<file path="src/hw/rtl/tpd_pkg.sv">
package tpd_pkg;

    localparam int PAD_COUNT_DEF = 10;
    localparam int PAD_COUNT_MAX = 16;

    localparam int PAD_IDX_W = 4;
    localparam int READING_W = 8;
    localparam int RUN_W     = 8;
    localparam int STATES_W  = 10;
    localparam int CFG_IDX_W = 4;
    localparam int CFG_DATA_W = 8;

    // Configuration register indexes.
    localparam logic [CFG_IDX_W-1:0] CFG_TOUCH_THRESHOLD = 4'd0;
    localparam logic [CFG_IDX_W-1:0] CFG_STABLE_COUNT    = 4'd1;

    localparam logic [READING_W-1:0] TOUCH_THRESHOLD_RST = 8'd128;
    localparam logic [RUN_W-1:0]     STABLE_COUNT_RST    = 8'd3;

    typedef struct packed {
        logic [PAD_IDX_W-1:0] pad_index;
        logic [READING_W-1:0] reading_value;
        logic                 scan_end;
    } in_word_t;

    typedef struct packed {
        logic [STATES_W-1:0] pad_states;
        logic                pad_on;
    } out_word_t;

    // One reading handed from the input register to the pad bank.
    typedef struct packed {
        logic                 fire;
        logic [PAD_IDX_W-1:0] pad_index;
        logic [READING_W-1:0] reading_value;
        logic                 scan_end;
    } pad_req_t;

    typedef struct packed {
        logic [READING_W-1:0] touch_threshold;
        logic [RUN_W-1:0]     stable_count;
    } pad_cfg_t;

endpackage

</file>
<file path="src/hw/rtl/tpd_pad_bank.sv">
module tpd_pad_bank #(
    parameter int PAD_COUNT = tpd_pkg::PAD_COUNT_DEF
) (
    input  logic               clk,
    input  logic               rst_n,
    input  tpd_pkg::pad_req_t  req,
    input  tpd_pkg::pad_cfg_t  cfg,
    output tpd_pkg::out_word_t result
);

    localparam int SEL_W = (PAD_COUNT > 1) ? $clog2(PAD_COUNT) : 1;

    logic [tpd_pkg::RUN_W-1:0] touched_run_reg   [PAD_COUNT];
    logic [tpd_pkg::RUN_W-1:0] untouched_run_reg [PAD_COUNT];
    logic [PAD_COUNT-1:0]      state_bits_reg;
    logic [PAD_COUNT-1:0]      state_bits_next;
    logic                      primed_reg;
    logic                      primed_next;

    logic                                 pad_known;
    logic                                 touched;
    logic                                 update;
    logic [SEL_W-1:0]                     sel;
    logic [tpd_pkg::RUN_W-1:0]            touched_cur;
    logic [tpd_pkg::RUN_W-1:0]            untouched_cur;
    logic [tpd_pkg::RUN_W-1:0]            touched_next;
    logic [tpd_pkg::RUN_W-1:0]            untouched_next;
    logic [tpd_pkg::PAD_COUNT_MAX-1:0]    states_wide;

    assign pad_known = {1'b0, req.pad_index} < (tpd_pkg::PAD_IDX_W + 1)'(PAD_COUNT);
    assign sel       = req.pad_index[SEL_W-1:0];
    assign touched   = req.reading_value < cfg.touch_threshold;
    // Readings of the first scan after reset leave the pads alone.
    assign update    = req.fire && pad_known && primed_reg;

    assign touched_cur   = touched_run_reg[sel];
    assign untouched_cur = untouched_run_reg[sel];

    always_comb
    begin
        touched_next    = touched_cur;
        untouched_next  = untouched_cur;
        state_bits_next = state_bits_reg;
        if (update)
        begin
            if (touched)
            begin
                untouched_next = '0;
                if (touched_cur < cfg.stable_count)
                begin
                    touched_next = touched_cur + 1'b1;
                end
                else
                begin
                    state_bits_next[sel] = 1'b1;
                end
            end
            else
            begin
                touched_next = '0;
                if (untouched_cur < cfg.stable_count)
                begin
                    untouched_next = untouched_cur + 1'b1;
                end
                else
                begin
                    state_bits_next[sel] = 1'b0;
                end
            end
        end
    end

    assign primed_next = primed_reg || (req.fire && req.scan_end);

    always_ff @(posedge clk or negedge rst_n)
    begin
        if (!rst_n)
        begin
            for (int i = 0; i < PAD_COUNT; i++)
            begin
                touched_run_reg[i]   <= '0;
                untouched_run_reg[i] <= '0;
            end
            state_bits_reg <= '0;
            primed_reg     <= 1'b0;
        end
        else
        begin
            if (update)
            begin
                touched_run_reg[sel]   <= touched_next;
                untouched_run_reg[sel] <= untouched_next;
            end
            state_bits_reg <= state_bits_next;
            primed_reg     <= primed_next;
        end
    end

    // The result shows the states as they stand after this reading.
    assign states_wide       = tpd_pkg::PAD_COUNT_MAX'(state_bits_next);
    assign result.pad_states = states_wide[tpd_pkg::STATES_W-1:0];
    assign result.pad_on     = pad_known && states_wide[req.pad_index];

endmodule

</file>
<file path="src/hw/rtl/touch_pad_threshold_debouncer_top.sv">
// Touch pad debouncer: one capacitance reading word in, one result word out.
// Each input word names a pad, carries its 8-bit reading and marks the last
// reading of a scan. A reading below the threshold counts as touched; a pad
// changes state once enough like readings have been seen in a row.
// Every input word gives exactly one output word with all pad states and the
// state of the pad just read.
// An accepted word sits in the input register; the pad update then writes the
// result register once the output side is free, else the word waits there.
// Throughput is one word per cycle while out_ready stays high; the pad update
// is a single compare and counter step between the input and result registers.
// The configuration channel is always ready; index 0 is the touch threshold,
// index 1 the stable count, other indexes are ignored.
// Reset clears all run counters and states, restores the threshold to 128 and
// the stable count to 3, and arms the first-scan discard: readings up to and
// including the first end-of-scan word change nothing.
// When the receiver stalls, the result register holds its word, the input
// register fills, and in_ready then drops until out_ready returns.
module touch_pad_threshold_debouncer_top #(
    parameter int PAD_COUNT = tpd_pkg::PAD_COUNT_DEF
) (
    input  logic                              clk,
    input  logic                              rst_n,
    input  logic                              in_valid,
    output logic                              in_ready,
    input  tpd_pkg::in_word_t                 in_word,
    output logic                              out_valid,
    input  logic                              out_ready,
    output tpd_pkg::out_word_t                out_word,
    input  logic                              cfg_valid,
    output logic                              cfg_ready,
    input  logic [tpd_pkg::CFG_IDX_W-1:0]     cfg_index,
    input  logic [tpd_pkg::CFG_DATA_W-1:0]    cfg_data
);

    tpd_pkg::in_word_t  in_word_reg;
    logic               in_valid_reg;
    tpd_pkg::out_word_t out_word_reg;
    logic               out_valid_reg;
    tpd_pkg::pad_cfg_t  cfg_reg;
    tpd_pkg::pad_req_t  req;
    tpd_pkg::out_word_t result;
    logic               advance;

    assign advance   = in_valid_reg && (!out_valid_reg || out_ready);
    assign in_ready  = !in_valid_reg || advance;
    assign cfg_ready = 1'b1;

    assign req.fire          = advance;
    assign req.pad_index     = in_word_reg.pad_index;
    assign req.reading_value = in_word_reg.reading_value;
    assign req.scan_end      = in_word_reg.scan_end;

    tpd_pad_bank #(
        .PAD_COUNT(PAD_COUNT)
    ) u_bank (
        .clk    (clk),
        .rst_n  (rst_n),
        .req    (req),
        .cfg    (cfg_reg),
        .result (result)
    );

    always_ff @(posedge clk or negedge rst_n)
    begin
        if (!rst_n)
        begin
            cfg_reg.touch_threshold <= tpd_pkg::TOUCH_THRESHOLD_RST;
            cfg_reg.stable_count    <= tpd_pkg::STABLE_COUNT_RST;
        end
        else if (cfg_valid)
        begin
            case (cfg_index)
                tpd_pkg::CFG_TOUCH_THRESHOLD: cfg_reg.touch_threshold <= cfg_data;
                tpd_pkg::CFG_STABLE_COUNT:    cfg_reg.stable_count    <= cfg_data;
                default: ;
            endcase
        end
    end

    always_ff @(posedge clk or negedge rst_n)
    begin
        if (!rst_n)
        begin
            in_valid_reg  <= 1'b0;
            out_valid_reg <= 1'b0;
        end
        else
        begin
            if (in_ready)
            begin
                in_valid_reg <= in_valid;
            end
            if (advance)
            begin
                out_valid_reg <= 1'b1;
            end
            else if (out_ready)
            begin
                out_valid_reg <= 1'b0;
            end
        end
    end

    always_ff @(posedge clk)
    begin
        if (in_valid && in_ready)
        begin
            in_word_reg <= in_word;
        end
        if (advance)
        begin
            out_word_reg <= result;
        end
    end

    assign out_valid = out_valid_reg;
    assign out_word  = out_word_reg;

endmodule

</file>
<file path="config.mk">
export PLATFORM = sky130hd
export DESIGN_NAME = touch_pad_threshold_debouncer_top
export DESIGN_NICKNAME = d
export VERILOG_FILES = /design/src/hw/rtl/tpd_pkg.sv /design/src/hw/rtl/tpd_pad_bank.sv /design/src/hw/rtl/touch_pad_threshold_debouncer_top.sv
export SDC_FILE = /design/constraint.sdc
export NUM_CORES = 1
export LEC_CHECK = 0
export BUFFER_PORTS_ARGS = -buffer_cell sky130_fd_sc_hd__clkbuf_2
export CAP_MARGIN = 20
export CORE_MARGIN = 2
export CORE_UTILIZATION = 35
export CTS_CLUSTER_SIZE = 25
export DETAILED_ROUTE_END_ITERATION = 10
export PLACE_DENSITY = 0.59
export SYNTH_ARGS = -nofsm -noshare
export SYNTH_HDL_FRONTEND = slang
export SYNTH_SLANG_ARGS = --single-unit
</file>
<file path="constraint.sdc">
create_clock -name clk -period 6.6 [get_ports clk]
set_input_delay 1.65 -clock clk [delete_from_list [all_inputs] [get_ports clk]]
set_output_delay 1.65 -clock clk [all_outputs]
set_load 0.005 [all_outputs]
</file>
# Word-level counts from Yosys, hierarchy flattened
# Index checks and enable logic that the tools add are counted.
dict set report word_totals {
  input_bits 30
  out_inout_bits 14
  elab_cells 89
  regBits 213
}
dict set report classes {
  eq_ne 1
  bitwise_logic 4
  mux 26
  magnitude_cmp 8
  addsub 2
  n_reduce_logical 17
}
# cell count
set ops {}
lappend ops {{80-bit bitwise mux} 2}
lappend ops {{8-bit 2-to-1 mux} 11}
lappend ops {{8-bit binary-select mux with 4-bit select} 2}
lappend ops {{10-bit 2-to-1 mux} 4}
lappend ops {{8-bit demux with 4-bit select} 1}
lappend ops {{8-bit < comparator} 3}
lappend ops {{8-bit by 1-bit adder with 8-bit output (second input constant)} 2}
lappend ops {{10-bit AND} 1}
lappend ops {{10-bit NOT} 1}
lappend ops {{10-bit bitwise OR} 1}
lappend ops {{1-bit logical AND} 8}
lappend ops {{5-bit greater-or-equal comparator (second input constant)} 1}
lappend ops {{4-bit by 5-bit < comparator with 1-bit output (second input constant)} 1}
lappend ops {{5-bit by 1-bit < comparator with 1-bit output (second input constant)} 1}
lappend ops {{4-bit NOT with 5-bit output} 1}
lappend ops {{1-bit binary-select mux with 4-bit select} 1}
lappend ops {{1-bit demux with 4-bit select} 1}
lappend ops {{4-bit by 1-bit == test with 1-bit output (second input constant)} 1}
lappend ops {{4-bit by 1-bit greater-or-equal comparator with 1-bit output (second input constant)} 1}
lappend ops {{4-bit zero test} 1}
lappend ops {{4-bit < comparator (second input constant)} 1}
lappend ops {{1-bit 2-to-1 mux} 4}
lappend ops {{2-bit AND reduction} 2}
lappend ops {{1-bit logical OR} 3}
lappend ops {{2 further kinds} 3}

# Longest topological paths before layout
dict set report logic_depth {
  ltp_word 12
  depth_mapped 15
  depth_no_buf 12
}

# By module
# A second synthesis with hierarchy kept.
dict set report hier_totals {
  cells_unflattened 906
  hier_area_um2 10197.3
}
# module instances area_each_um2 seq_area_each_um2 cells_each
set by_module_without_submodules {}
lappend by_module_without_submodules {tpd_pad_bank 1 8743.4 4279.1 836}
lappend by_module_without_submodules {touch_pad_threshold_debouncer_top 1 1453.9 1174.9 70}

# Worst setup path before layout
# No wires, ideal clock.
dict set report synth_path {
  path_kind {input port to flip-flop}
  from {in out_ready}
  to {reg u_bank.touched_run_reg[49] in the netlist's numbering}
  arrival_time_ps 3588
  setup_ps 145
  required_time_ps 6455
  path_stages 9
  path_slack_ps 2866
  path_cell_list {nand2b_1 and2_1 clkbuf_1 nand2_1 nor3_1 nand3_1 clkbuf_1 nand2_1 o21ai_0}
}
dict set report synth_via {
  elab_chain_cells 6
}
# item line_no
set synth_rtl {}
lappend synth_rtl {{start, declared} touch_pad_threshold_debouncer_top.sv:27} ;# input logic out_ready,
lappend synth_rtl {{1-bit logical OR *} touch_pad_threshold_debouncer_top.sv:44} ;# assign advance = in_valid_reg && (!out_valid_reg || out_ready);
lappend synth_rtl {{1-bit logical AND *} touch_pad_threshold_debouncer_top.sv:44}
lappend synth_rtl {{named net advance} touch_pad_threshold_debouncer_top.sv:42} ;# logic advance;
lappend synth_rtl {{1-bit logical AND * (2 in series)} tpd_pad_bank.sv:34} ;# assign update = req.fire && pad_known && primed_reg;
lappend synth_rtl {{8-bit 2-to-1 mux} tpd_pad_bank.sv:44} ;# if (update)
lappend synth_rtl {{80-bit bitwise mux} tpd_pad_bank.sv:91} ;# touched_run_reg[sel] <= touched_next;
lappend synth_rtl {{end signal, assigned by index} tpd_pad_bank.sv:91}
lappend synth_rtl {{end, declared} tpd_pad_bank.sv:13} ;# logic [tpd_pkg::RUN_W-1:0] touched_run_reg [PAD_COUNT];
# The timed path passes the listed nets; every way through them passes the cells marked *.
# A chain may end at the register's enable or synchronous reset.

==> flow_summary.json <==
{
  "skew_ns": 0.0255,
  "portBuffers": 42,
  "remaining_drc_errors": 0,
  "rows": 62,
  "wl_per_cell_um": 19.3,
  "hp-class": "flop to flop",
  "whs_path_depth": 1,
  "grt_usage_pct": 17.7,
  "clock_latency_ns": 0.53,
  "grt_max_degree": 84,
  "cap_violations": 0,
  "cts_setup_buffers": 0,
  "worstSetupStartpointType": "flop",
  "final_common_cell": "dfrtp_1",
  "power_frac_comb_pct": 14.9,
  "p_leak_nw": 5.03,
  "internal-power_w": 0.00238,
  "crit_type": "flop to flop",
  "cts_hold_buf": 0,
  "clock_path_buffers": 3,
  "synth_cell_types": 75,
  "min_period_ns": 4.84,
  "ctsResizeCount": 0,
  "die_h_um": 175,
  "wirelength_mm": 26.4,
  "min_period_over_period_pct": 73.3,
  "cts_tree": "done",
  "ios": 44,
  "ys_warn_count": 0,
  "grt_pass1_vias": 7395,
  "max_freq_mhz": 207,
  "avgSynthCellArea_sq_um": 11.0,
  "fillers": 2809,
  "grt-ovfl-total": 0,
  "htree_levels": 1,
  "synth_area_sq_mm": 0.0102,
  "drt_iter0_drc": 532,
  "syn_inst": 927,
  "dieArea_sq_mm": 0.0306,
  "yosysSeqAreaShare_pct": 53.4,
  "core_area_sq_mm": 0.0287,
  "die_w_um": 175,
  "cellPowerDensity_mw_per_mm2": 282,
  "cp-end-kind": "flop",
  "dpl_cell_area_sq_mm": 0.0109,
  "p_switching_w": 0.000908,
  "area_growth_pct": 14.0,
  "rsz0062_at_grt": "no",
  "synth_seq_cells": 213,
  "switching_share_pct": 27.6,
  "synth_ff_type": "dfrtp_1",
  "fin_cells": 1368,
  "layout_common_cells": "186 x dfrtp_1, 180 x nand2_1, 119 x o21ai_0",
  "synth-edff-count": 24,
  "final_antenna_net_count": 0,
  "critPathMaxFanout": 16,
  "diodes": 0,
  "timing.final.ws_setup_ns": 1.76,
  "start_util_pct": 35.6,
  "r2r.worst_path.cells": 13,
  "dr_total_vias": 7325,
  "drv_slew": 0,
  "vdd_drop_max_v": 0.000175,
  "p_seq_share_pct": 46.7,
  "critical_path_arrival_ns": 5.11,
  "dp_slack_ns": 1.82,
  "antenna_found_initial": 0,
  "firstDrtPassIters": 5,
  "synth_async_sr_flop_share_pct": 88.7,
  "viasPerCell": 5.35,
  "max_slew_margin_pct": 29.9,
  "synth_nets": 980,
  "setup_tns_ns": 0,
  "status": "finished clean",
  "dp_hpwl_mm": 17.7,
  "final_net_count": 1021,
  "fin_area_sq_mm": 0.0116,
  "numCtsBuffers": 25,
  "layout-drive-gt1-share_pct": 19.4,
  "cp.required_ns": 6.88,
  "grt_pass1_wl_mm": 42.5,
  "cts-root-buf": "clkbuf_16",
  "post-route-util_pct": 40.6,
  "place_inst": 1322,
  "setup_viol": 0,
  "gp_congestion": 0.851,
  "hold_viol_final": 0,
  "cts_num_sinks": 213,
  "clockPowerShare_pct": 38.4,
  "path_clk_slew_ns": 0.06,
  "tightestPinTransition_ns": 1.05
}
-- cell usage after synthesis (13+ instances only) --
master    instances  area [sq um]
a22oi_1          13          97.6
clkbuf_1         33           124
dfrtp_1         186          4650
edfxtp_1         24           721
ha_1             23           288
inv_1            19          71.3
mux2_2           38           428
mux2i_1          31           310
mux4_2           21           473
nand2_1         180           676
nand3_1          18          90.1
nor2_1           20          75.1
o21ai_0         119           596
o21ai_1          13          65.1
o31ai_1          37           278
-- metal layers --
layer	global-route usage [%]	share of wire (%)	vias to the layer above
li1	-	-	3430
met3	2.68	5.0	56
met5	0	0	-
met2	27.1	45	211
met4	6.11	3.1	0
met1	25.7	47	3628
-- power groups by stage --
stage               clock network, W  logic [W]  registers [W]
floorplan                          0   0.000336        0.00153
global placement                   0   0.000480        0.00156
detailed placement                 0   0.000489        0.00156
CTS                          0.00129   0.000492        0.00153
global route                 0.00136   0.000548        0.00155
finish                       0.00126   0.000490        0.00153
-- critical path, stage by stage (launching register included) --
cell      delay (ns)
edfxtp_1        0.99
buf_4           0.33
mux4_2          0.52
nand2_1         0.08
a21oi_1         0.07
a221o_1         0.34
ha_1            0.29
nand2_1         0.06
o21ai_0         0.42
a21oi_1         0.25
or2_2           0.38
nor3_1          0.47
nand3_1         0.13
a32o_1          0.24
-- area by class of cell --
cell class / instances / area [sq um] / share of cell area, %
Multi-Input combinational cell: 643 / 4450 / 38.2
Sequential cell: 213 / 5450 / 46.8
Clock inverter: 6 / 37.5 / 0.322
Clock buffer: 37 / 701 / 6.02
Inverter: 19 / 71.3 / 0.612
Tap cell: 384 / 480 / 4.13
Timing Repair Buffer: 66 / 454 / 3.90
-- through the flow --
step | total power [W] | hold slack [ns]
floorplan | 0.00187 | 0.426
global placement | 0.00203 | 0.432
detailed placement | 0.00205 | 0.454
CTS | 0.00332 | 0.472
global route | 0.00345 | 0.482
finish | 0.00329 | 0.461
-- worst paths after layout --
check | start | to | slack, ns
worst max-delay path | in_word_reg[9] | out_word[4] | 1.76
worst max register to register | in_word_reg[9] | out_word[4] | 1.76
worst min register to register | in_word_reg[0] | u_bank.primed_reg | 0.46
max in group asynchronous | rst_n | u_bank.untouched_run_reg[42] | 4.19
min in group asynchronous | rst_n | u_bank.untouched_run_reg[23] | 1.18
worst min-delay path | in_word_reg[0] | u_bank.primed_reg | 0.46
-- cell families after synthesis --
group	Yosys count	share of synthesized area (%)
DFF	213	53.4
and+or+nand+nor	279	12.7
buffers and inverters	71	3.26
other	1	0.0367
AOI/OAI and AO/OA	238	14.6
muxes	92	12.1
xor gates and xnor gates	10	1.15
adders and majority gates	23	2.82
Power figures use the tool's default switching activity.
